<file path="src/hdl/gsg_pkg.sv">
// Shared constants, types and tables of the Gaussian sample generator.
package gsg_pkg;

    localparam int          MT_N        = 624;
    localparam int          MT_M        = 397;
    localparam int          IDX_W       = 10;
    localparam logic [31:0] SEED_RESET  = 32'd5489;
    localparam logic [31:0] MT_INIT_MUL = 32'd1812433253;
    localparam logic [31:0] MT_MATRIX_A = 32'h9908B0DF;
    localparam logic [31:0] LN2_Q32     = 32'd2977044472;
    localparam logic [29:0] CORDIC_GAIN_Q30 = 30'd652032874;
    localparam int          CORDIC_STEPS = 30;
    localparam int          STEP_W      = 5;
    localparam int          SAMPLE_W    = 24;

    // Command codes passed from the front end to the back end
    localparam logic CMD_SPARE = 1'b0;
    localparam logic CMD_DRAW  = 1'b1;

    typedef struct packed {
        logic        valid;
        logic [31:0] data;
    } word_t;

    // arctan(2^-i) in units of 2^-32 turn
    function automatic logic [31:0] atan_turn(input logic [STEP_W-1:0] i);
        logic [31:0] a;
        case (i)
            5'd0:    a = 32'h20000000;
            5'd1:    a = 32'h12E4051E;
            5'd2:    a = 32'h09FB385B;
            5'd3:    a = 32'h051111D4;
            5'd4:    a = 32'h028B0D43;
            5'd5:    a = 32'h0145D7E1;
            5'd6:    a = 32'h00A2F61E;
            5'd7:    a = 32'h00517C55;
            5'd8:    a = 32'h0028BE53;
            5'd9:    a = 32'h00145F2F;
            5'd10:   a = 32'h000A2F98;
            5'd11:   a = 32'h000517CC;
            5'd12:   a = 32'h00028BE6;
            5'd13:   a = 32'h000145F3;
            5'd14:   a = 32'h0000A2FA;
            5'd15:   a = 32'h0000517D;
            5'd16:   a = 32'h000028BE;
            5'd17:   a = 32'h0000145F;
            5'd18:   a = 32'h00000A30;
            5'd19:   a = 32'h00000518;
            5'd20:   a = 32'h0000028C;
            5'd21:   a = 32'h00000146;
            5'd22:   a = 32'h000000A3;
            5'd23:   a = 32'h00000051;
            5'd24:   a = 32'h00000029;
            5'd25:   a = 32'h00000014;
            5'd26:   a = 32'h0000000A;
            5'd27:   a = 32'h00000005;
            5'd28:   a = 32'h00000003;
            5'd29:   a = 32'h00000001;
            default: a = 32'h00000000;
        endcase
        return a;
    endfunction

    function automatic logic [31:0] mt_temper(input logic [31:0] w);
        logic [31:0] t;
        t = w ^ (w >> 11);
        t = t ^ ((t << 7) & 32'h9D2C5680);
        t = t ^ ((t << 15) & 32'hEFC60000);
        t = t ^ (t >> 18);
        return t;
    endfunction

endpackage

</file>
<file path="src/hdl/gsg_front.sv">
// Front end: request acceptance, spare/draw classification and command queue.
module gsg_front
    import gsg_pkg::*;
(
    input  logic clk,
    input  logic rst_n,
    input  logic push,
    input  logic request,
    output logic full,
    input  logic seed_we,
    input  logic cmd_pop,
    output logic cmd_valid,
    output logic cmd
);

    logic       q_reg [0:1];
    logic [1:0] count_reg, count_next;
    logic       rd_ptr_reg, rd_ptr_next;
    logic       wr_ptr_reg, wr_ptr_next;
    logic       draw_next_reg, draw_next_next;
    logic       enq, deq;

    assign full      = (count_reg == 2'd2);
    assign cmd_valid = (count_reg != 2'd0);
    assign cmd       = q_reg[rd_ptr_reg];
    assign enq       = push && !full && request;
    assign deq       = cmd_pop && cmd_valid;

    always_comb
    begin
        count_next     = count_reg;
        rd_ptr_next    = rd_ptr_reg;
        wr_ptr_next    = wr_ptr_reg;
        draw_next_next = draw_next_reg;
        if (enq)
        begin
            wr_ptr_next    = !wr_ptr_reg;
            draw_next_next = !draw_next_reg;
        end
        if (deq)
        begin
            rd_ptr_next = !rd_ptr_reg;
        end
        if (enq && !deq)
        begin
            count_next = count_reg + 2'd1;
        end
        else if (deq && !enq)
        begin
            count_next = count_reg - 2'd1;
        end
        // a new seed means the next request draws afresh
        if (seed_we)
        begin
            draw_next_next = 1'b1;
        end
    end

    always_ff @(posedge clk or negedge rst_n)
    begin
        if (!rst_n)
        begin
            count_reg     <= 2'd0;
            rd_ptr_reg    <= 1'b0;
            wr_ptr_reg    <= 1'b0;
            draw_next_reg <= 1'b1;
        end
        else
        begin
            count_reg     <= count_next;
            rd_ptr_reg    <= rd_ptr_next;
            wr_ptr_reg    <= wr_ptr_next;
            draw_next_reg <= draw_next_next;
        end
    end

    always_ff @(posedge clk)
    begin
        if (enq)
        begin
            q_reg[wr_ptr_reg] <= draw_next_reg ? CMD_DRAW : CMD_SPARE;
        end
    end

endmodule

</file>
<file path="config.mk">
export PLATFORM = sky130hd
export DESIGN_NAME = gsg_front
export DESIGN_NICKNAME = d
export VERILOG_FILES = /design/src/hdl/gsg_pkg.sv /design/src/hdl/gsg_front.sv
export SDC_FILE = /design/constraint.sdc
export NUM_CORES = 1
export LEC_CHECK = 0
export BUFFER_PORTS_ARGS = -buffer_cell sky130_fd_sc_hd__buf_2
export CORE_AREA = 2 2 39 41
export DETAILED_ROUTE_END_ITERATION = 16
export DIE_AREA = 0 0 41 43
export GPL_ROUTABILITY_DRIVEN = 0
export PLACE_DENSITY = 0.5
export SYNTH_ARGS = -nofsm -noshare
export SYNTH_HDL_FRONTEND = slang
export SYNTH_SLANG_ARGS = --single-unit
</file>
<file path="constraint.sdc">
create_clock -name clk -period 1.6 [get_ports clk]
set_clock_uncertainty 0.2 [all_clocks]
set_input_delay 0.16 -clock clk [delete_from_list [all_inputs] [get_ports clk]]
set_output_delay 0.16 -clock clk [all_outputs]
set_load 0.005 [all_outputs]
</file>
# Word level (Yosys, flattened, before mapping)
# Memories as Yosys holds them, arrays and structs flattened.
# Cells that the tools add are included.
dict set report totals {
  ff_bits 5
  input_bits 6
  elab_cells 29
  n_memories 1
  output_inout_bits 3
  ram_bits 2
}
# memory depth width read_ports rd_clocked_by_memory_dff wr line_no
set memory_table {}
lappend memory_table {q_reg 2 1 1 0 1 gsg_front.sv:16} ;# logic q_reg [0:1];
dict set report op_classes {
  n_reduce_logical 14
  n_mux 7
  add_sub_neg 2
  n_eq_ne 1
}
# cell count
set op_table {}
lappend op_table {{logical NOT 1 bit} 6}
lappend op_table {{nonzero test 2 bit} 3}
lappend op_table {{logical AND 1 bit} 5}
lappend op_table {{two-way mux 1 bit} 5}
lappend op_table {{two-way mux 2 bit} 2}
lappend op_table {{adder 2 x 1 -> 2 bit, second input constant} 1}
lappend op_table {{equality test 2 bit, second input constant} 1}
lappend op_table {{subtractor 2 x 1 -> 2 bit, second input constant} 1}

# Depth between registers and ports, before layout
dict set report logic_depth {
  word_depth 8
  depth_mapped 6
  depth_no_buf 6
}

# Least setup slack after synthesis
# Ideal clock, no wire load.
dict set report synth_timing {
  path_kind {register to register}
  startpoint {reg count_reg[0]}
  endpoint {reg count_reg[1]}
  t_required_ps 1321
  setup_time_ps 79
  path_stages_with_launch 6
  path_slack_ps 38
  synth_period_minus_slack_ps 1562
  t_arrival_ps 1283
  n_path_buf 0
  path_cell_list {dfrtp_1 > nor2b_2 > nor2_1 > ha_1 > nor2_1 > xor2_1}
}
dict set report synth_between {
  elab_chain_cells 7
  elab_cells_between_ends 15
  cone_classes {2 x add/sub; 1 x eq/ne; 2 x mux; 10 x reduce/logical}
}
# item line_no
set synth_lines {}
lappend synth_lines {{start, declared} gsg_front.sv:17} ;# logic [1:0] count_reg, count_next;
lappend synth_lines {{start signal, assigned} gsg_front.sv:70} ;# count_reg <= count_next;
lappend synth_lines {{equality test 2 bit *} gsg_front.sv:23} ;# assign full = (count_reg == 2'd2);
lappend synth_lines {{net full} gsg_front.sv:9} ;# output logic full,
lappend synth_lines {{logical NOT 1 bit *} gsg_front.sv:26} ;# assign enq = push && !full && request;
lappend synth_lines {{logical AND 1 bit * (2 in a row)} gsg_front.sv:26}
lappend synth_lines {{net enq} gsg_front.sv:21} ;# logic enq, deq;
lappend synth_lines {{logical NOT 1 bit} gsg_front.sv:48} ;# else if (deq && !enq)
lappend synth_lines {{logical AND 1 bit} gsg_front.sv:48}
lappend synth_lines {{nonzero test 2 bit (no source line)} n/a}
# Mark *: on every way through the listed nets, which the timed path passes. The rest lies on a longest branch. The select of a mux whose other input is x is not followed.
# A chain may end at the register's enable or synchronous reset.

# Worst setup path in the final report
dict set report layout_timing {
  startpoint {reg count_reg[0]}
  endpoint {reg count_reg[1]}
}
dict set report layout_between {
  elab_chain_cells 7
  elab_cells_between_ends 15
  cone_classes {2 x add/sub; 1 x eq/ne; 2 x mux; 10 x reduce/logical}
}
# item line_no
set layout_lines {}
lappend layout_lines {{equality test 2 bit} gsg_front.sv:23}
lappend layout_lines {{logical NOT 1 bit} gsg_front.sv:26}
lappend layout_lines {{logical AND 1 bit (2 in a row)} gsg_front.sv:26}
lappend layout_lines {{logical NOT 1 bit} gsg_front.sv:48}
lappend layout_lines {{logical AND 1 bit} gsg_front.sv:48}
lappend layout_lines {{nonzero test 2 bit (no source line)} n/a}
# Parallel ways exist; a longest one is shown, timed or not. The select of a mux whose other input is x is not followed.

==> results.yml <==
run_status:
  outcome: "completed"
clocking:
  insertion_delay_ps: 250
  cts_made_buffers: 3
  htreeDepth: 1
  clkTransAtPathRegs_ps: 50
  cts_tree: "done"
  clk_path_buf_depth: 2
  clk_root_buffer_cell: "clkbuf_4"
  clkSinkCount: 7
synth:
  synthesis.nets: 32
  yosysTopAreaCell: "dfrtp_1"
  synth.top_cell.area_share_pct: 31.87
  syn_area_um2: 314.1
  yosysSeqAreaShare_pct: 59.36
  synthTopCellsByArea: "dfrtp_1, edfxtp_1, dfstp_2"
  avgSynthCellArea_um2: 12.56
  yosys_warnings: 0
  ys_types: 15
  syn_inst: 25
  ys_ff_latch: 7
placed_design:
  post-place-ws_ps: -6.827
  dp_cells: 52
  portBuffers: 8
  dpl_cell_area_um2: 396.6
  place_hpwl_um: 425.2
finish:
  drive_above_1_share_pct: 54.55
  final_util_pct: 35.44
  num_antenna_cells: 0
  syn2layout_area_growth_pct: 56.18
  fin_nets: 52
  design_area_um2: 490.5
  final_cells: 60
detailed_routing:
  drc_errors: 0
  drt_first_iter_violations: 2
  vias_per_cell: 4.050
  ant_nets: 0
  routed_wl_um: 622
  drt_pre_antenna_iters: 2
  routedWlPerCell_um: 10.37
  num_vias: 243
global_routing:
  gr-total-overflow: 0
  grt_max_degree: 6
  grt_pass1_wl_um: 1000
  antenna_found_initial: 0
  grtUsageTotal_pct: 9.606
  grt_pass1_vias: 250
floorplan:
  rows: 14
  dieArea_um2: 1763
  die_h_um: 43
  fp.coreArea_um2: 1384
  ios: 9
  initial_utilization_pct: 22.69
  die_w_um: 41
timing:
  fmax_ghz: 0.6492
  finalSetupViolCount: 0
  finalCritPeriodShare_pct: 96.27
  fin_crit_ps: 1540
  maxSlewViolCount: 0
  worst_pin_slew_ps: 197.8
  relSlewSlack_pct: 86.71
  hold_violations: 0
  rsz0062_at_grt: "true"
  fin_ws_ps: 59.60
power:
  ir_drop_mv: 0.4901
  p_leak_nw: 0.2105
  p_per_area_nw_per_um2: 1692
  p_total_uw: 829.8
worst_setup_path:
  r2r_end: "count_reg[1]"
  cp.required_ps: 1540
  worstSetupPathType: "register to register"
  r2r_cells: 6
  end_kind: "register"
  cp-start-kind: "register"
  rrSetupSlack_ps: 60
  r2r-start: "count_reg[0]"
  worstPathArrival_ps: 1480
  crit_path_max_fanout: 3
min_path:
  hold_path_class: "input pin to asynchronous set/reset pin"
run:
  cap_viol_max_count: 0
where the power goes:
group,internal (mW),leakage (nW),switching (mW)
Sequential,0.256,0.0743,0.0464
Combinational,0.213,0.121,0.155
Clock,0.0951,0.0150,0.0643
through the flow:
step	setup TNS (ps)	hold slack [ps]
global route	-10.91	57.40
detailed placement	-6.827	-216.3
global placement	0	-219.1
floorplan	0	-335.6
finish	0	53.69
CTS	0	54.92
logic make-up after synthesis:
kind of cell	share of synthesized area (%)
DFF	59.37
AOI/OAI and AO/OA	1.592
and+or+nand+nor	17.54
xor gates and xnor gates	13.95
muxes	3.585
adders and majority gates	3.983
worst max-delay path, cell delays in order, from the launching register on:
cell and delay [ps]:
dfrtp_1 400, or2_1 250, nand2_2 90, ha_4 140, xor2_2 140, nor2_2 50, xor2_1 150
cells in the mapped netlist, drive strengths merged:
| cell | number |
|---|---|
| nor2b | 1 |
| xnor2 | 2 |
| nor2 | 2 |
| dfrtp | 4 |
| or3b | 1 |
| o21ai | 1 |
| edfxtp | 2 |
| ha | 1 |
| and2 | 1 |
| nand2 | 2 |
| mux2 | 1 |
| dfstp | 1 |
| nor3 | 2 |
| or2 | 1 |
| xor2 | 3 |
worst max path at each step:
| stage | slack [ps] | start | endpoint | depth (start not counted) |
|---|---|---|---|---|
| after detailed placement | -7 | count_reg[0] | count_reg[1] | 6 |
| after floorplan | 40 | count_reg[0] | count_reg[1] | 5 |
| after global placement | 60 | count_reg[1] | count_reg[1] | 6 |
| after CTS | 10 | count_reg[1] | count_reg[1] | 6 |
| after global routing | -10 | count_reg[0] | count_reg[1] | 6 |
| final | 60 | count_reg[0] | count_reg[1] | 6 |
placed cells by master (no fill, tap or decap), drive strengths merged:
cell type / Yosys / final
ha: 1 / 1
dfrtp: 4 / 4
o21ai: 1 / 1
or3b: 1 / 1
buf: 0 / 13
dlygate4sd3: 0 / 2
clkbuf: 0 / 4
nor2b: 1 / 1
xnor2: 2 / 2
dfstp: 1 / 1
nor3: 2 / 2
or2: 1 / 1
and2: 1 / 1
nor2: 2 / 2
edfxtp: 2 / 2
mux2: 1 / 1
xor2: 3 / 3
nand2: 2 / 2
metal layers:
metal	vias to the layer above	routed length [um]	GRT usage, %
met1	111	275	9.868
met2	9	300	11.88
met3	2	25	4.712
met5	-	0	0
met4	0	21	12.00
li1	121	-	-
area by class of cell:
type | count | area, um2
Multi-Input combinational cell | 18 | 160.2
Timing Repair Buffer | 15 | 97.59
Sequential cell | 7 | 186.4
Tap cell | 16 | 20.02
Clock buffer | 4 | 26.28
Fill cell | 139 | 893.4
what timing repair did:
action                     CTS  global route
hold endpoints to repair     6             0
resized for setup            1             6
setup buffers                1             1
setup endpoints to repair    1             1
hold buffers                 2             0
pin swaps                    0             5
No activity file was read; power rests on OpenSTA's default activity.
