File: src/hdl/gsg_pkg.sv
// Shared constants, types and tables of the Gaussian sample generator.
package gsg_pkg;

    localparam int          MT_N        = 624;
    localparam int          MT_M        = 397;
    localparam int          IDX_W       = 10;
    localparam logic [31:0] SEED_RESET  = 32'd5489;
    localparam logic [31:0] MT_INIT_MUL = 32'd1812433253;
    localparam logic [31:0] MT_MATRIX_A = 32'h9908B0DF;
    localparam logic [31:0] LN2_Q32     = 32'd2977044472;
    localparam logic [29:0] CORDIC_GAIN_Q30 = 30'd652032874;
    localparam int          CORDIC_STEPS = 30;
    localparam int          STEP_W      = 5;
    localparam int          SAMPLE_W    = 24;

    // Command codes passed from the front end to the back end
    localparam logic CMD_SPARE = 1'b0;
    localparam logic CMD_DRAW  = 1'b1;

    typedef struct packed {
        logic        valid;
        logic [31:0] data;
    } word_t;

    // arctan(2^-i) in units of 2^-32 turn
    function automatic logic [31:0] atan_turn(input logic [STEP_W-1:0] i);
        logic [31:0] a;
        case (i)
            5'd0:    a = 32'h20000000;
            5'd1:    a = 32'h12E4051E;
            5'd2:    a = 32'h09FB385B;
            5'd3:    a = 32'h051111D4;
            5'd4:    a = 32'h028B0D43;
            5'd5:    a = 32'h0145D7E1;
            5'd6:    a = 32'h00A2F61E;
            5'd7:    a = 32'h00517C55;
            5'd8:    a = 32'h0028BE53;
            5'd9:    a = 32'h00145F2F;
            5'd10:   a = 32'h000A2F98;
            5'd11:   a = 32'h000517CC;
            5'd12:   a = 32'h00028BE6;
            5'd13:   a = 32'h000145F3;
            5'd14:   a = 32'h0000A2FA;
            5'd15:   a = 32'h0000517D;
            5'd16:   a = 32'h000028BE;
            5'd17:   a = 32'h0000145F;
            5'd18:   a = 32'h00000A30;
            5'd19:   a = 32'h00000518;
            5'd20:   a = 32'h0000028C;
            5'd21:   a = 32'h00000146;
            5'd22:   a = 32'h000000A3;
            5'd23:   a = 32'h00000051;
            5'd24:   a = 32'h00000029;
            5'd25:   a = 32'h00000014;
            5'd26:   a = 32'h0000000A;
            5'd27:   a = 32'h00000005;
            5'd28:   a = 32'h00000003;
            5'd29:   a = 32'h00000001;
            default: a = 32'h00000000;
        endcase
        return a;
    endfunction

    function automatic logic [31:0] mt_temper(input logic [31:0] w);
        logic [31:0] t;
        t = w ^ (w >> 11);
        t = t ^ ((t << 7) & 32'h9D2C5680);
        t = t ^ ((t << 15) & 32'hEFC60000);
        t = t ^ (t >> 18);
        return t;
    endfunction

endpackage

File: src/hdl/gsg_radius.sv
// Radius unit: sqrt(-2 ln u) in Q28 by normalise, log2 squaring and bitwise root.
module gsg_radius
    import gsg_pkg::*;
(
    input  logic        clk,
    input  logic        rst_n,
    input  logic        start,
    input  logic [31:0] x,
    output logic        done,
    output logic [30:0] r
);

    localparam logic [2:0] RA_IDLE = 3'd0;
    localparam logic [2:0] RA_NORM = 3'd1;
    localparam logic [2:0] RA_LOG  = 3'd2;
    localparam logic [2:0] RA_Y    = 3'd3;
    localparam logic [2:0] RA_MULL = 3'd4;
    localparam logic [2:0] RA_MULH = 3'd5;
    localparam logic [2:0] RA_SQRT = 3'd6;

    logic [2:0]  state_reg, state_next;
    logic        done_reg, done_next;
    logic [32:0] m_reg, m_next;
    logic [5:0]  cnt_reg, cnt_next;
    logic [31:0] f_reg, f_next;
    logic [31:0] frac_reg, frac_next;
    logic [4:0]  step_reg, step_next;
    logic [37:0] y_reg, y_next;
    logic [63:0] pl_reg, pl_next;
    logic [63:0] v_reg, v_next;
    logic [63:0] res_reg, res_next;
    logic [63:0] bit_reg, bit_next;

    logic [63:0] sq;
    logic [32:0] sq_t;
    logic [39:0] lh, l;
    logic [63:0] sum;

    assign done = done_reg;
    assign r    = res_reg[30:0];

    assign sq   = 64'(f_reg) * 64'(f_reg);
    assign sq_t = sq[63:31];
    assign lh   = 40'(y_reg[37:32]) * 40'(LN2_Q32);
    assign l    = (lh << 1) + 40'(pl_reg[63:31]);
    assign sum  = res_reg + bit_reg;

    always_comb
    begin
        state_next = state_reg;
        done_next  = 1'b0;
        m_next     = m_reg;
        cnt_next   = cnt_reg;
        f_next     = f_reg;
        frac_next  = frac_reg;
        step_next  = step_reg;
        y_next     = y_reg;
        pl_next    = pl_reg;
        v_next     = v_reg;
        res_next   = res_reg;
        bit_next   = bit_reg;
        case (state_reg)
            RA_IDLE:
            begin
                if (start)
                begin
                    m_next     = {x, 1'b1};
                    cnt_next   = '0;
                    state_next = RA_NORM;
                end
            end
            RA_NORM:
            begin
                // shift until the top bit lands in bit 32
                if (m_reg[32])
                begin
                    f_next     = m_reg[32:1];
                    frac_next  = '0;
                    step_next  = '0;
                    state_next = RA_LOG;
                end
                else
                begin
                    m_next   = m_reg << 1;
                    cnt_next = cnt_reg + 6'd1;
                end
            end
            RA_LOG:
            begin
                if (sq_t[32])
                begin
                    f_next = sq_t[32:1];
                    frac_next[5'd31 - step_reg] = 1'b1;
                end
                else
                begin
                    f_next = sq_t[31:0];
                end
                step_next = step_reg + 5'd1;
                if (step_reg == 5'd31)
                begin
                    state_next = RA_Y;
                end
            end
            RA_Y:
            begin
                y_next     = {cnt_reg + 6'd1, 32'd0} - {6'd0, frac_reg};
                state_next = RA_MULL;
            end
            RA_MULL:
            begin
                pl_next    = 64'(y_reg[31:0]) * 64'(LN2_Q32);
                state_next = RA_MULH;
            end
            RA_MULH:
            begin
                v_next     = {l, 24'd0};
                res_next   = '0;
                bit_next   = 64'd1 << 62;
                step_next  = '0;
                state_next = RA_SQRT;
            end
            RA_SQRT:
            begin
                if (v_reg >= sum)
                begin
                    v_next   = v_reg - sum;
                    res_next = (res_reg >> 1) + bit_reg;
                end
                else
                begin
                    res_next = res_reg >> 1;
                end
                bit_next  = bit_reg >> 2;
                step_next = step_reg + 5'd1;
                if (step_reg == 5'd31)
                begin
                    done_next  = 1'b1;
                    state_next = RA_IDLE;
                end
            end
            default:
            begin
                state_next = RA_IDLE;
            end
        endcase
    end

    always_ff @(posedge clk or negedge rst_n)
    begin
        if (!rst_n)
        begin
            state_reg <= RA_IDLE;
            done_reg  <= 1'b0;
        end
        else
        begin
            state_reg <= state_next;
            done_reg  <= done_next;
        end
    end

    always_ff @(posedge clk)
    begin
        m_reg    <= m_next;
        cnt_reg  <= cnt_next;
        f_reg    <= f_next;
        frac_reg <= frac_next;
        step_reg <= step_next;
        y_reg    <= y_next;
        pl_reg   <= pl_next;
        v_reg    <= v_next;
        res_reg  <= res_next;
        bit_reg  <= bit_next;
    end

endmodule

File: config.mk
export PLATFORM = sky130hd
export DESIGN_NAME = gsg_radius
export DESIGN_NICKNAME = d
export VERILOG_FILES = /design/src/hdl/gsg_pkg.sv /design/src/hdl/gsg_radius.sv
export SDC_FILE = /design/constraint.sdc
export NUM_CORES = 2
export LEC_CHECK = 0
export BUFFER_PORTS_ARGS = -buffer_cell sky130_fd_sc_hd__clkbuf_2
export CAP_MARGIN = 20
export CORE_MARGIN = 4
export CORE_UTILIZATION = 50
export DETAILED_ROUTE_END_ITERATION = 10
export GPL_TIMING_DRIVEN = 1
export PLACE_DENSITY = 0.77
export RECOVER_POWER = 100
export SYNTH_ARGS = -nofsm -noshare
export SYNTH_HDL_FRONTEND = slang
export SYNTH_SLANG_ARGS = --single-unit
File: constraint.sdc
create_clock -name clk -period 9.6 [get_ports clk]
set_clock_uncertainty 0.1 [all_clocks]
set_input_delay 1.44 -clock clk [delete_from_list [all_inputs] [get_ports clk]]
set_output_delay 1.44 -clock clk [all_outputs]
set_load 0.01 [all_outputs]
After elaboration in Yosys (flattened, before gate mapping)
Index checks and enable logic that the tools add are counted.

Output and inout bits: 32. Word-level logic and storage cells: 84. Register bits: 403. Bits of input ports: 35.

Magnitude comparators: 3. Bitwise operators: 1. Eq/ne operators: 14. $mul: 3. Reductions and logical operators: 14. Mux-type cells: 28. Add/sub/neg operators: 8.

Operators by type and width (number): case mux 64 bit (2 select lines) (3); 2-to-1 mux 32 bit (4); 2-to-1 mux 64 bit (2); case mux 32 bit (2 select lines) (2); 2-to-1 mux 33 bit (2); case mux 33 bit (2 select lines) (1); adder 63 x 64 -> 64 bit (1); adder 64 bit (1); >= comparator 64 bit (1); multiplier 32 x 32 -> 64 bit (1); subtractor 64 bit (1); multiplier 32 x 29 -> 61 bit (second input constant) (1); adder 39 x 33 -> 40 bit (1); subtractor 38 x 32 -> 38 bit (1); multiplier 6 x 29 -> 35 bit (second input constant) (1); OR 32 bit (1); case mux 3 bit (7 select lines) (1); case mux 5 bit (3 select lines) (1); inequality test 2 bit (second input constant) (7); 2-to-1 mux 3 bit (4); 2-to-1 mux 6 bit (2); case mux 6 bit (2 select lines) (1); equality test 3 bit (second input constant) (3); AND reduction 2 bit (4); other kinds (18) (24).

Logic depth before layout (Yosys ltp)
Depth after elaboration: 8. Mapped depth: 33. Depth with buffers taken out: 32.

Worst setup path after synthesis
Ideal clock, no wire load.

Path type: register to register. Start: reg f_reg[2]. End: reg frac_reg[0], enable pin. Cell stages (with the launch flop): 31. Clock period less this slack: 9.102 ns. Path slack: 0.498 ns. Arrival time: 8.613 ns. Setup time: 0.389 ns. Cells stage by stage: edfxtp_1 > clkbuf_1 > buf_1 > nand2_1 > fa_1 > inv_1 > fa_1 > inv_1 > fa_1 > fa_1 > inv_1 > fa_1 > inv_1 > fa_1 > inv_1 > fa_1 > fa_1 > ha_1 > a21o_1 > o2bb2ai_1 > a31oi_1 > a21oi_1 > nor3_1 > o211ai_1 > a31o_2 > a221o_1 > a221oi_2 > xnor2_1 > clkbuf_1 > nand2_1 > nand2_1.

Cells in the longest elaborated chain, start to end: 3.

RTL lines: from (decl) (RTL line gsg_radius.sv:25) `logic [31:0] f_reg, f_next;`; from (signal assigned) (RTL line gsg_radius.sv:167) `f_reg <= f_next;`; multiplier 32 x 32 -> 64 bit (RTL line gsg_radius.sv:42) `assign sq = 64'(f_reg) * 64'(f_reg);`; inequality test 2 bit (no source line); AND reduction 3 bit (no source line); to (signal assigned) (RTL line gsg_radius.sv:168) `frac_reg <= frac_next;`; to (decl) (RTL line gsg_radius.sv:26) `logic [31:0] frac_reg, frac_next;`.

No other way between the ends. A chain may end at the register's enable or synchronous reset.

Worst setup path after layout
Start: reg f_reg[27]. End: reg f_reg[27], data pin.

Cells in the longest elaborated chain, start to end: 3.

RTL lines: multiplier 32 x 32 -> 64 bit (RTL line gsg_radius.sv:42); 2-to-1 mux 32 bit (RTL line gsg_radius.sv:90) `if (sq_t[32])`; case mux 32 bit (2 select lines) (RTL line gsg_radius.sv:62) `case (state_reg)`; named net f_next[27] (RTL line gsg_radius.sv:25).

The timed path passes the listed nets, and every way through them passes these cells.

==> summary.txt <==
Route
  • Post-route ant nets: 0
  • Routed wire per std cell: 20.1 um
  • Via density: 5.60
  • Final WL: 190 mm
  • Iter 0 DRT Violations: about 4200
  • # DRC: 0
  • Drt pass-1 iters: 6
  • DR vias: 53000

Critical path
  • Worst path most repeated cell: fa_1
  • Startpoint types: flip-flop
  • CP Cell Sequence: buf_4 > and2_1 > fa_1 > fa_1 > inv_1 > fa_1 > fa_1 > inv_1 > fa_1 > fa_1 > fa_1 > fa_1 > ha_1 > a21oi_1 > o21ai_0 > a31oi_1 > nor2_1 > nor3_1 > a31oi_1 > a21oi_1 > o31ai_1 > a221o_1 > xor2_1 > a221o_1
  • Arr. time, crit path: a little under 10 ns
  • Crit. End Element: flip-flop
  • Crit-path slowest cell: edfxtp_1
  • FF-to-FF End: f_reg[27]$_DFFE_PP_
  • Reg2reg setup slack: 0.16 ns
  • Worst setup path class: reg -> reg
  • Worst endpoint required time: approximately 9.9 ns
  • Crit path max fanout: 9
  • Register-to-Register Path Depth: 24
  • Slowest stage delay, CP: 0.88 ns
  • Reg-to-reg critical path startpoint: f_reg[27]$_DFFE_PP_

GRT
  • Initial antenna violation count: 4
  • GRT Total Usage: 0.259
  • GR Overflow Total: 0
  • Pin count of the biggest net entering global routing: between 80 and 90
  • Grt met3 use: 0.0547
  • First-pass GRT wire length: roughly 300 mm
  • Most Crowded Layer GR: met2
  • Met2 usage: 0.432
  • Met1 usage: 0.336
  • Number of global-route vias before repair: 56200

Yosys
  • Mapped Cells: 7526
  • Top_reg_cell synth: edfxtp_1
  • Warnings from Yosys: 0
  • Asr flop ratio synth: 0.0117
  • Post-synth cell types: 92
  • Syn Std Cell Area: 71000 um2
  • Syn nets: 9603
  • Syn avg cell area: 9.43 um2
  • Synthesis-stage register bit count: 343
  • Sequential area share after synthesis: 0.145
  • Post-synth EDFFs: 339

Run
  • Maxcap violations: 12

Timing
  • Slew Viols, Final: 571
  • RSZ-0062 raised after global routing: no
  • Final Hold Slack: ~0.48 ns
  • Final period util: 0.983
  • Max_slew headroom: -1.76
  • Endpoints failing hold: 0
  • Worst-Margin Slew: 4.14 ns
  • Tmin final: 9.44 ns
  • Fmax: 0.106 GHz
  • Final setup vio count: 0

Final layout
  • Nets: roughly 9600
  • Area delta synth->final: 6.16%
  • Proportion of layout cells with a drive suffix above 1: 0.0418
  • Fillers: about 12000
  • Area occupied by multi-input gates: 53400 um2
  • Register Area: 10300 um2

Clocking
  • Root Driver: clkbuf_16
  • Maximum buffer depth of the clock tree: 3
  • Clock Pin Slew Worst Setup and Hold Paths: around 0.06 ns
  • Htree depth: 2
  • Total clock buffers created by CTS: 44
  • Total clock sinks: 343
  • TritonCTS clock tree: built
  • Clock Latency Late Sink: around 0.65 ns
  • Hold_buf cts: 0

Placed design
  • Hpwl dp: 159 mm
  • Gpl congestion: approximately 1
  • Port bufs: 66

Floorplan
  • Core ar.: 140000 um2
  • Initial Util: 0.506
  • # IOs: 67
  • Die Span Y: roughly 380 um
  • Die area: ~150000 um2
  • Die Wd: 385 um
  • Cell Rows: roughly 140

Outcome
  • Status: finished with violations
  • Failing checks: capacitance limit, slew limit

Worst hold path
  • Min-Delay Startpoint: m_reg[30]$_DFFE_PP_
  • Hold path endpoint: f_reg[29]$_DFFE_PP_
  • Type of the most critical hold path: reg -> reg
  • Hold path cells: 2
==> placed cells by master, fill, tap and decap left out, types with 187 or more instances in the layout <==
cell	count
ha_1	861
and2_1	252
edfxtp_1	339
nor2_1	363
inv_1	1664
o21ai_0	238
fa_1	1181
nand2_1	569
xnor2_1	197
a21oi_1	319
xor2_1	187
==> layout make-up <==
cell class                 count  share of cell area
inverter                    1666              0.0830
clock inverter                33             0.00412
clock buffer                  48              0.0151
tap                         1876              0.0312
timing repair buffer         224              0.0216
sequential                   343               0.136
multi-input combinational   5266               0.708
antenna                        3           0.0000997
==> kinds of logic (layout without fill, tap and decap cells) <==
family | Yosys count | after routing | synth area share
compound gates | 1136 | 1136 | 0.102
xor+xnor | 386 | 386 | 0.0478
fa+ha+maj | 2042 | 2042 | 0.485
buf+inv | 1917 | 1971 | 0.103
flops | 343 | 343 | 0.145
mux | 10 | 10 | 0.00146
other cells | 0 | 3 | 0
simple gates | 1692 | 1692 | 0.116
==> through the flow <==
step / util / setup WS, ns / TNS, ns / area, um2 / cells
6_report: 0.537 / 0.163 / 0 / 75300 / 9459
5_1_grt: 0.537 / 0.00911 / 0 / 75300 / 9456
4_1_cts: 0.536 / 0.0877 / 0 / 75100 / 9426
3_5_place_dp: 0.525 / -0.154 / -4.41 / 73700 / 9344
3_3_place_gp: 0.525 / 0.0522 / 0 / 73700 / 9344
2_1_floorplan: - / 0.498 / 0 / 71000 / 7526
==> worst max path at each step <==
stage | from | to | slack [ns] | cells past startpoint
2_1_floorplan | f_reg[2]$_DFFE_PP_ | frac_reg[0]$_SDFFCE_PN0P_ | 0.50 | 30
3_3_place_gp | f_reg[5]$_DFFE_PP_ | f_reg[22]$_DFFE_PP_ | 0.05 | 29
3_5_place_dp | f_reg[5]$_DFFE_PP_ | f_reg[27]$_DFFE_PP_ | -0.15 | 26
4_1_cts | f_reg[12]$_DFFE_PP_ | f_reg[22]$_DFFE_PP_ | 0.09 | 27
5_1_grt | y_reg[17]$_DFFE_PP_ | pl_reg[52]$_DFFE_PP_ | 0.009 | 25
6_report | f_reg[27]$_DFFE_PP_ | f_reg[27]$_DFFE_PP_ | 0.16 | 24
==> per-layer routing <==
layer	share of wire	vias up
met4	0.037	2
met1	0.40	26400
met5	0.000068	-
li1	-	24100
met3	0.090	418
met2	0.48	2081
==> Yosys cell counts (24+ instances only) <==
master       n  share of area
o21a_1      24         0.0025
and2_1     256          0.023
nor3_1      56         0.0039
nand2_1    569          0.030
nand4_1     64         0.0056
a21o_1     167          0.018
a211oi_1    48         0.0051
nor2b_1     53         0.0047
and3_1      70         0.0062
xor2_1     187          0.023
a31oi_1     79         0.0070
a21oi_1    319          0.022
o21ai_0    234          0.017
o21bai_1    51         0.0054
inv_1     1664          0.088
edfxtp_1   339           0.14
o211ai_1    26         0.0028
a31o_2      28         0.0035
fa_1      1181           0.33
nand2b_1    71         0.0063
clkbuf_1   206          0.011
buf_4       31         0.0033
xnor2_1    198          0.024
nor2_1     364          0.019
nand3_1     89         0.0063
ha_1       861           0.15
==> critical path: cells and delay by family (launching register included) <==
kind | cells | cell delay, ns
adders and majority gates | 9 | 4.44
AOI/OAI and AO/OA | 8 | 2.61
DFF | 1 | 0.88
xor gates and xnor gates | 1 | 0.19
and+or+nand+nor | 3 | 0.58
buffers and inverters | 3 | 0.39
==> repair_timing <==
item	CTS	global route
setup endpoints to repair	54	62
buffers inserted	1	29
pin swaps	0	2
resized for setup	1	6
Power is left out: the tool's default activity adds up to more than one toggle a clock period on the data nets, which glitch-free logic cannot reach.
