File: src/hdl/gsg_pkg.sv
// Shared constants, types and tables of the Gaussian sample generator.
package gsg_pkg;

    localparam int          MT_N        = 624;
    localparam int          MT_M        = 397;
    localparam int          IDX_W       = 10;
    localparam logic [31:0] SEED_RESET  = 32'd5489;
    localparam logic [31:0] MT_INIT_MUL = 32'd1812433253;
    localparam logic [31:0] MT_MATRIX_A = 32'h9908B0DF;
    localparam logic [31:0] LN2_Q32     = 32'd2977044472;
    localparam logic [29:0] CORDIC_GAIN_Q30 = 30'd652032874;
    localparam int          CORDIC_STEPS = 30;
    localparam int          STEP_W      = 5;
    localparam int          SAMPLE_W    = 24;

    // Command codes passed from the front end to the back end
    localparam logic CMD_SPARE = 1'b0;
    localparam logic CMD_DRAW  = 1'b1;

    typedef struct packed {
        logic        valid;
        logic [31:0] data;
    } word_t;

    // arctan(2^-i) in units of 2^-32 turn
    function automatic logic [31:0] atan_turn(input logic [STEP_W-1:0] i);
        logic [31:0] a;
        case (i)
            5'd0:    a = 32'h20000000;
            5'd1:    a = 32'h12E4051E;
            5'd2:    a = 32'h09FB385B;
            5'd3:    a = 32'h051111D4;
            5'd4:    a = 32'h028B0D43;
            5'd5:    a = 32'h0145D7E1;
            5'd6:    a = 32'h00A2F61E;
            5'd7:    a = 32'h00517C55;
            5'd8:    a = 32'h0028BE53;
            5'd9:    a = 32'h00145F2F;
            5'd10:   a = 32'h000A2F98;
            5'd11:   a = 32'h000517CC;
            5'd12:   a = 32'h00028BE6;
            5'd13:   a = 32'h000145F3;
            5'd14:   a = 32'h0000A2FA;
            5'd15:   a = 32'h0000517D;
            5'd16:   a = 32'h000028BE;
            5'd17:   a = 32'h0000145F;
            5'd18:   a = 32'h00000A30;
            5'd19:   a = 32'h00000518;
            5'd20:   a = 32'h0000028C;
            5'd21:   a = 32'h00000146;
            5'd22:   a = 32'h000000A3;
            5'd23:   a = 32'h00000051;
            5'd24:   a = 32'h00000029;
            5'd25:   a = 32'h00000014;
            5'd26:   a = 32'h0000000A;
            5'd27:   a = 32'h00000005;
            5'd28:   a = 32'h00000003;
            5'd29:   a = 32'h00000001;
            default: a = 32'h00000000;
        endcase
        return a;
    endfunction

    function automatic logic [31:0] mt_temper(input logic [31:0] w);
        logic [31:0] t;
        t = w ^ (w >> 11);
        t = t ^ ((t << 7) & 32'h9D2C5680);
        t = t ^ ((t << 15) & 32'hEFC60000);
        t = t ^ (t >> 18);
        return t;
    endfunction

endpackage

File: src/hdl/gsg_back.sv
// Back end: command sequencer, CORDIC rotation, spare store and result register.
module gsg_back
    import gsg_pkg::*;
#(
    parameter int FRAC_BITS = 20
)
(
    input  logic                       clk,
    input  logic                       rst_n,
    input  logic                       seed_we,
    input  logic                       cmd_valid,
    input  logic                       cmd,
    output logic                       cmd_pop,
    output logic                       word_req,
    input  word_t                      word,
    output logic                       rad_start,
    output logic [31:0]                rad_x,
    input  logic                       rad_done,
    input  logic [30:0]                rad_r,
    output logic                       empty,
    input  logic                       pop,
    output logic signed [SAMPLE_W-1:0] sample,
    output logic                       from_spare
);

    localparam logic [2:0] BK_IDLE = 3'd0;
    localparam logic [2:0] BK_W1   = 3'd1;
    localparam logic [2:0] BK_W2   = 3'd2;
    localparam logic [2:0] BK_RAD  = 3'd3;
    localparam logic [2:0] BK_GAIN = 3'd4;
    localparam logic [2:0] BK_CORD = 3'd5;
    localparam logic [2:0] BK_MAP  = 3'd6;
    localparam logic [2:0] BK_OUT  = 3'd7;

    localparam int SH  = 28 - FRAC_BITS;
    localparam int SHR = (SH > 0) ? SH : 0;
    localparam int SHL = (SH < 0) ? -SH : 0;
    localparam logic signed [39:0] HALF    = 40'((2 ** SHR) / 2);
    localparam logic signed [39:0] SAT_MAX = 40'sd8388607;
    localparam logic signed [39:0] SAT_MIN = -40'sd8388608;
    localparam logic [STEP_W-1:0]  STEP_LAST = STEP_W'(CORDIC_STEPS - 1);

    function automatic logic signed [SAMPLE_W-1:0] to_sample(input logic signed [34:0] v);
        logic signed [39:0] t;
        t = 40'(v);
        t = (t + HALF) >>> SHR;
        t = t <<< SHL;
        if (t > SAT_MAX)
        begin
            t = SAT_MAX;
        end
        if (t < SAT_MIN)
        begin
            t = SAT_MIN;
        end
        return t[SAMPLE_W-1:0];
    endfunction

    logic [2:0]                 state_reg, state_next;
    logic                       r_ready_reg, r_ready_next;
    logic [31:0]                x2_reg, x2_next;
    logic [30:0]                r_reg, r_next;
    logic signed [34:0]         cx_reg, cx_next;
    logic signed [34:0]         cy_reg, cy_next;
    logic signed [34:0]         cz_reg, cz_next;
    logic [STEP_W-1:0]          step_reg, step_next;
    logic signed [SAMPLE_W-1:0] res_reg, res_next;
    logic                       res_spare_reg, res_spare_next;
    logic signed [SAMPLE_W-1:0] spare_reg, spare_next;
    logic                       out_valid_reg, out_valid_next;
    logic signed [SAMPLE_W-1:0] out_sample_reg, out_sample_next;
    logic                       out_spare_reg, out_spare_next;

    logic [60:0]                gain_prod;
    logic signed [34:0]         dx, dy, ang, cos_v, sin_v;

    assign empty      = !out_valid_reg;
    assign sample     = out_sample_reg;
    assign from_spare = out_spare_reg;
    assign cmd_pop    = (state_reg == BK_IDLE) && cmd_valid;
    assign word_req   = (state_reg == BK_W1) || (state_reg == BK_W2);
    assign rad_x      = word.data;
    assign rad_start  = (state_reg == BK_W1) && word.valid;

    assign gain_prod  = 61'(r_reg) * 61'(CORDIC_GAIN_Q30);
    assign dx         = cy_reg >>> step_reg;
    assign dy         = cx_reg >>> step_reg;
    assign ang        = 35'(atan_turn(step_reg)) <<< 1;

    // quadrant folding by exact sign swaps
    always_comb
    begin
        case (x2_reg[31:30])
            2'd0:
            begin
                cos_v = cx_reg;
                sin_v = cy_reg;
            end
            2'd1:
            begin
                cos_v = -cy_reg;
                sin_v = cx_reg;
            end
            2'd2:
            begin
                cos_v = -cx_reg;
                sin_v = -cy_reg;
            end
            default:
            begin
                cos_v = cy_reg;
                sin_v = -cx_reg;
            end
        endcase
    end

    always_comb
    begin
        state_next      = state_reg;
        r_ready_next    = r_ready_reg;
        x2_next         = x2_reg;
        r_next          = r_reg;
        cx_next         = cx_reg;
        cy_next         = cy_reg;
        cz_next         = cz_reg;
        step_next       = step_reg;
        res_next        = res_reg;
        res_spare_next  = res_spare_reg;
        spare_next      = spare_reg;
        out_valid_next  = out_valid_reg;
        out_sample_next = out_sample_reg;
        out_spare_next  = out_spare_reg;

        if (pop && out_valid_reg)
        begin
            out_valid_next = 1'b0;
        end
        if (rad_done)
        begin
            r_ready_next = 1'b1;
            r_next       = rad_r;
        end

        case (state_reg)
            BK_IDLE:
            begin
                if (cmd_valid)
                begin
                    if (cmd == CMD_DRAW)
                    begin
                        state_next = BK_W1;
                    end
                    else
                    begin
                        res_next       = spare_reg;
                        res_spare_next = 1'b1;
                        state_next     = BK_OUT;
                    end
                end
            end
            BK_W1:
            begin
                // first word feeds the radius unit straight away
                if (word.valid)
                begin
                    r_ready_next = 1'b0;
                    state_next   = BK_W2;
                end
            end
            BK_W2:
            begin
                if (word.valid)
                begin
                    x2_next    = word.data;
                    state_next = BK_RAD;
                end
            end
            BK_RAD:
            begin
                if (r_ready_reg)
                begin
                    state_next = BK_GAIN;
                end
            end
            BK_GAIN:
            begin
                cx_next    = 35'(gain_prod[60:30]);
                cy_next    = '0;
                cz_next    = 35'({x2_reg[29:0], 1'b1});
                step_next  = '0;
                state_next = BK_CORD;
            end
            BK_CORD:
            begin
                if (!cz_reg[34])
                begin
                    cx_next = cx_reg - dx;
                    cy_next = cy_reg + dy;
                    cz_next = cz_reg - ang;
                end
                else
                begin
                    cx_next = cx_reg + dx;
                    cy_next = cy_reg - dy;
                    cz_next = cz_reg + ang;
                end
                step_next = step_reg + 1'b1;
                if (step_reg == STEP_LAST)
                begin
                    state_next = BK_MAP;
                end
            end
            BK_MAP:
            begin
                res_next       = to_sample(cos_v);
                res_spare_next = 1'b0;
                spare_next     = to_sample(sin_v);
                state_next     = BK_OUT;
            end
            BK_OUT:
            begin
                // hold the result until the output register frees up
                if (!out_valid_reg || pop)
                begin
                    out_valid_next  = 1'b1;
                    out_sample_next = res_reg;
                    out_spare_next  = res_spare_reg;
                    state_next      = BK_IDLE;
                end
            end
            default:
            begin
                state_next = BK_IDLE;
            end
        endcase

        if (seed_we)
        begin
            spare_next = '0;
        end
    end

    always_ff @(posedge clk or negedge rst_n)
    begin
        if (!rst_n)
        begin
            state_reg     <= BK_IDLE;
            r_ready_reg   <= 1'b0;
            out_valid_reg <= 1'b0;
            spare_reg     <= '0;
        end
        else
        begin
            state_reg     <= state_next;
            r_ready_reg   <= r_ready_next;
            out_valid_reg <= out_valid_next;
            spare_reg     <= spare_next;
        end
    end

    always_ff @(posedge clk)
    begin
        x2_reg         <= x2_next;
        r_reg          <= r_next;
        cx_reg         <= cx_next;
        cy_reg         <= cy_next;
        cz_reg         <= cz_next;
        step_reg       <= step_next;
        res_reg        <= res_next;
        res_spare_reg  <= res_spare_next;
        out_sample_reg <= out_sample_next;
        out_spare_reg  <= out_spare_next;
    end

endmodule

File: config.mk
export PLATFORM = sky130hd
export DESIGN_NAME = gsg_back
export DESIGN_NICKNAME = d
export VERILOG_FILES = /design/src/hdl/gsg_pkg.sv /design/src/hdl/gsg_back.sv
export SDC_FILE = /design/constraint.sdc
export NUM_CORES = 2
export LEC_CHECK = 0
export ABC_AREA = 1
export BUFFER_PORTS_ARGS = -buffer_cell sky130_fd_sc_hd__clkbuf_2
export CAP_MARGIN = 10
export CORE_UTILIZATION = 60
export CTS_BUF_LIST = sky130_fd_sc_hd__clkbuf_8 sky130_fd_sc_hd__clkbuf_16
export DETAILED_ROUTE_END_ITERATION = 8
export HOLD_SLACK_MARGIN = 0.05
export PLACE_DENSITY = 0.77
export SKIP_LAST_GASP = 1
export SLEW_MARGIN = 10
export SYNTH_ARGS = -nofsm -noshare
export SYNTH_HDL_FRONTEND = slang
export SYNTH_SLANG_ARGS = --single-unit
File: constraint.sdc
create_clock -name clk -period 16.35 [get_ports clk]
set_clock_uncertainty 0.15 [all_clocks]
set_input_delay 0.8175 -clock clk [delete_from_list [all_inputs] [get_ports clk]]
set_output_delay 0.8175 -clock clk [all_outputs]
set_load 0.05 [all_outputs]
Yosys cells after proc, flatten, opt, wreduce, memory -nomap -nowiden --
Memory sizes are Yosys's and may differ from the RTL's. A register that Yosys moved wholly into a read port is not among the register bits. Cells that the tools add are included.
Word-level totals: memory bits (read-only) 960, bits of input ports 71, memories 1, register bits 252
Memory list:
- (name not given) | depth 32, bits a word 30, read ports 1, clocked after memory_dff 1, wr ports 0, RTL line gsg_pkg.sv:28 | case (i)
Cells by class: equality and inequality tests 17, mux-type cells 38, $mul 1, add/sub/neg operators 11, magnitude comparators 4, shift operators 2, reduce and logical (&&, ||, !) cells 15
Operator list (number):
- case mux 35 bit (2 select lines) | 3
- case mux 35 bit (3 select lines) | 2
- 2-to-1 mux 40 bit | 4
- 2-to-1 mux 24 bit | 6
- 2-to-1 mux 35 bit | 3
- less-than comparator 40 x 24 -> 1 bit, second input constant | 2
- adder 35 x 9 -> 36 bit, second input constant | 2
- adder 35 bit | 2
- negation 35 bit | 2
- >>> shifter 35 x 5 -> 35 bit | 2
- subtractor 35 bit | 2
- multiplier 31 x 29 -> 60 bit, second input constant | 1
- > comparator 28 x 24 -> 1 bit, second input constant | 2
- case mux 24 bit (2 select lines) | 1
- adder 35 x 34 -> 35 bit | 1
- subtractor 35 x 34 -> 35 bit | 1
- case mux 3 bit (8 select lines) | 1
- 2-to-1 mux 3 bit | 7
- inequality test 2 bit, second input constant | 7
- equality test 3 bit, second input constant | 4
- case mux 5 bit (2 select lines) | 1
- 2-to-1 mux 1 bit | 8
- equality test 3 x 2 -> 1 bit, second input constant | 2
- AND reduction 6 bit | 1
- 15 further kinds | 21

Logic depth before layout (Yosys ltp) --
depth after elaboration 10, depth in mapped cells 37

Least setup slack after synthesis --
No wires, ideal clock.
kind reg-to-reg, start register state_reg[2], end register ang[2] (netlist name), buffers on the path 0, required time 16.071 ns, library setup time 0.129 ns, setup slack 8.823 ns, clock period less this slack 7.527 ns, arrival 7.248 ns, stages on the path, launching flop included 15, cell sequence dfrtp_1 > inv_1 > nor2_1 > inv_1 > a21oi_1 > inv_1 > ha_1 > inv_1 > nor2_1 > inv_1 > o21ai_0 > nand2_1 > o21ai_0 > a21oi_1 > o21ai_0
On the way: cells in the longest elaborated chain, start to end 3
RTL lines:
- start, declared | RTL line gsg_back.sv:59 | logic [2:0] state_reg, state_next;
- start signal, assigned | RTL line gsg_back.sv:254 | state_reg <= state_next;
- equality test 3 bit | RTL line gsg_back.sv:144 | case (state_reg)
- case mux 5 bit (2 select lines) or nonzero test 2 bit (tied branches)
- 2-to-1 mux 5 bit (no source line) (*)
Mark *: on every way between the ends. The rest lies on a longest branch, timed or not. A chain may end at the register's enable or synchronous reset.

Worst setup path in the final report --
start register r_reg[12], end register cx_reg[27] (data pin)
On the way: cells in the longest elaborated chain, start to end 2
RTL lines:
- start, declared | RTL line gsg_back.sv:62 | logic [30:0] r_reg, r_next;
- start signal, assigned | RTL line gsg_back.sv:264 | r_reg <= r_next;
- multiplier 31 x 29 -> 60 bit | RTL line gsg_back.sv:85 | assign gain_prod = 61'(r_reg) * 61'(CORDIC_GAIN_Q30);
- case mux 35 bit (2 select lines) | RTL line gsg_back.sv:144
- net cx_next[27] | RTL line gsg_back.sv:63 | logic signed [34:0] cx_reg, cx_next;
- end signal, assigned | RTL line gsg_back.sv:265 | cx_reg <= cx_next;
- end, declared | RTL line gsg_back.sv:63
The timed path passes the listed nets, and every way through them passes these cells.

==> results.ini <==
[clock_tree]
clockBufferDepth=3
clkSinkCount=281
path_clk_slew_ns=0.08
htreeDepth=2
cts_buffers=38
post_cts.repair.setup_buffers=0
insertion_delay_ns=0.60
cts.repair.resized=0
hold_buffers=0
cts-root-buf=clkbuf_16
cts_tree=done

[floorplan]
start_util_pct=60.6
die-area_mm2=0.0761
die_h_um=276
io_pins=132
num_rows=100
fp.dieW_um=276
core-area_mm2=0.0743

[sta]
relSlewSlack_pct=20.4
period_share_pct=48.9
tightest_slew_ns=1.19
finalMaxSlewViolations=0
rsz0062_at_grt=no
hold_viol_final=0
min_period_ns=7.99
fmax_ghz=0.125
fin_setup_tns_ns=0
hold_ws_ns=0.152
setup_viol=0

[logic_synthesis]
synth_commonest_cells=1364 x nand2_1, 1053 x inv_1, 478 x nor2_1
synth.distinct_cells=68
synth_xor_area_share_pct=3.27
ys_seq_area_share_pct=17.8
synth_edf_count=222
ys_async_sr_fraction_pct=10.3
synth_compound_area_share_pct=12.1
synth.area.mux_share_pct=1.25
synthTopCellsByArea=fa_1 20%, edfxtp_1 15%, ha_1 13%
yosys.cell_count.top_type=nand2_1
synthSimpleGateAreaFrac_pct=21.9
synth_top_family_by_area=adder cells
syn_nets=6974
yosysTopAreaCellShare_pct=19.7
ys_seq_elements=281
yosysWarnings=0
netlist_area_mm2=0.0450
netlist_instances=5996
avgSynthCellArea_um2=7.51
dominantRegCellSynth=edfxtp_1
synth-adder-area-share_pct=32.6
synth_top_cell_by_area=fa_1

[outcome]
status=finished, final reports clean

[route]
via_per_inst=5.79
vias=40600
wl_per_cell_um=20.5
drc=0
routed_wl_mm=144
drt_iter0_drc=4372
first_pass_iters=8
ant_nets=0

[global_routing]
use_met2_pct=59.0
met1_usage_pct=52.3
grt_start_max_net_pins=123
grt_pass1_vias=38800
grt_pass1_wl_mm=220
antenna_found_initial=1
grt_use_met3_pct=6.56
gr-total-overflow=0
grt.total_usage_pct=37.8
grt_busiest_layer=met2

[setup_path]
arrival_ns=8.16
path_class=register to register
critPathMaxFanout=7
crit_path_top_delay_cell=edfxtp_1
reg2reg_depth=27
worstSetupEndpointType=register
crit_required_ns=16.53
startpoint_type=register
crit_path_frequent_cell=fa_1
worst_path_largest_cell_delay_ns=0.73

[place]
portBuffers=131
place_congestion=1.06
dp_hpwl_mm=118

[final_layout]
area_delta_synth_final_pct=5.10
drive_gt1_share_pct=5.76
nNetsFinal=6994
nFillCells=6728

[job]
cap_viol_max_count=0

[worst_hold_path]
holdCritPathClass=input port to async pin

-- layout make-up --
class | instances | area, um^2 | area share, %
multi-input cells | 4466 | 32100 | 67.7
flip-flops and latches | 281 | 7990 | 16.9
inverters | 1072 | 4030 | 8.51
well taps | 969 | 1210 | 2.56
clock buffers | 40 | 978 | 2.07
repair buffers | 157 | 851 | 1.80
clock inverters | 28 | 203 | 0.428
diodes | 1 | 2.50 | 0.00529
-- per-stage QoR --
step / setup WS (ns) / instance area (um^2) / std cells / util [%]
2_1_floorplan: 8.82 / 45000 / 5996 / -
3_3_place_gp: 8.55 / 46100 / 6945 / 62.1
3_5_place_dp: 8.44 / 46100 / 6945 / 62.1
4_1_cts: 8.45 / 47300 / 7013 / 63.7
5_1_grt: 7.80 / 47300 / 7013 / 63.7
6_report: 8.36 / 47300 / 7014 / 63.7
-- logic make-up after synthesis --
group | Yosys count
AO/OA/AOI/OAI | 996
adder cells (fa/ha/maj) | 907
multiplexers | 56
flip-flops | 281
XOR/XNOR | 168
buffers and inverters | 1249
AND/OR/NAND/NOR | 2339
-- worst max-delay path: cells and delay by family (launching register included) --
kind	cells	cell delay (ns)
AO/OA/AOI/OAI	7	1.21
AND/OR/NAND/NOR	5	0.52
buffers and inverters	5	0.52
XOR/XNOR	1	0.13
flip-flops	1	0.73
adder cells (fa/ha/maj)	9	4.45
-- routing by layer --
layer  routed length, um  vias up  part of all wire (%)
li1                    -    19400                     -
met1               61100    19100                    42
met2               64000     1781                    45
met3               12400      328                   8.6
met4                6240        0                   4.3
met5                   0        -                     0
-- layout by cell type, fill, tap and decap left out, types with 43 or more instances in the layout --
| cell | netlist | routed |
|---|---|---|
| a21oi_1 | 318 | 318 |
| a31oi_1 | 43 | 43 |
| clkbuf_2 | 1 | 131 |
| edfxtp_1 | 222 | 222 |
| fa_1 | 444 | 444 |
| ha_1 | 463 | 463 |
| inv_1 | 1053 | 1056 |
| mux2i_1 | 55 | 55 |
| nand2_1 | 1364 | 1364 |
| nand3_1 | 236 | 236 |
| nand4_1 | 75 | 75 |
| nor2_1 | 478 | 474 |
| nor3_1 | 47 | 47 |
| o21ai_0 | 430 | 430 |
| o21ai_1 | 58 | 58 |
| xnor2_1 | 56 | 56 |
| xor2_1 | 112 | 112 |
-- path summary, 6_finish.rpt --
check                            from      endpoint  slack, ns
min in group clk            rad_r[18]     r_reg[18]       0.25
setup reg to reg            r_reg[12]    cx_reg[27]       8.36
setup / recovery            r_reg[12]    cx_reg[27]       8.36
hold / removal                  rst_n   r_ready_reg       0.15
max in group asynchronous       rst_n  spare_reg[6]      15.36
hold reg to reg            res_reg[6]     sample[6]       0.27
Power is not shown: default switching activity piles up to over one toggle a cycle in this logic, so the estimate is an artifact.
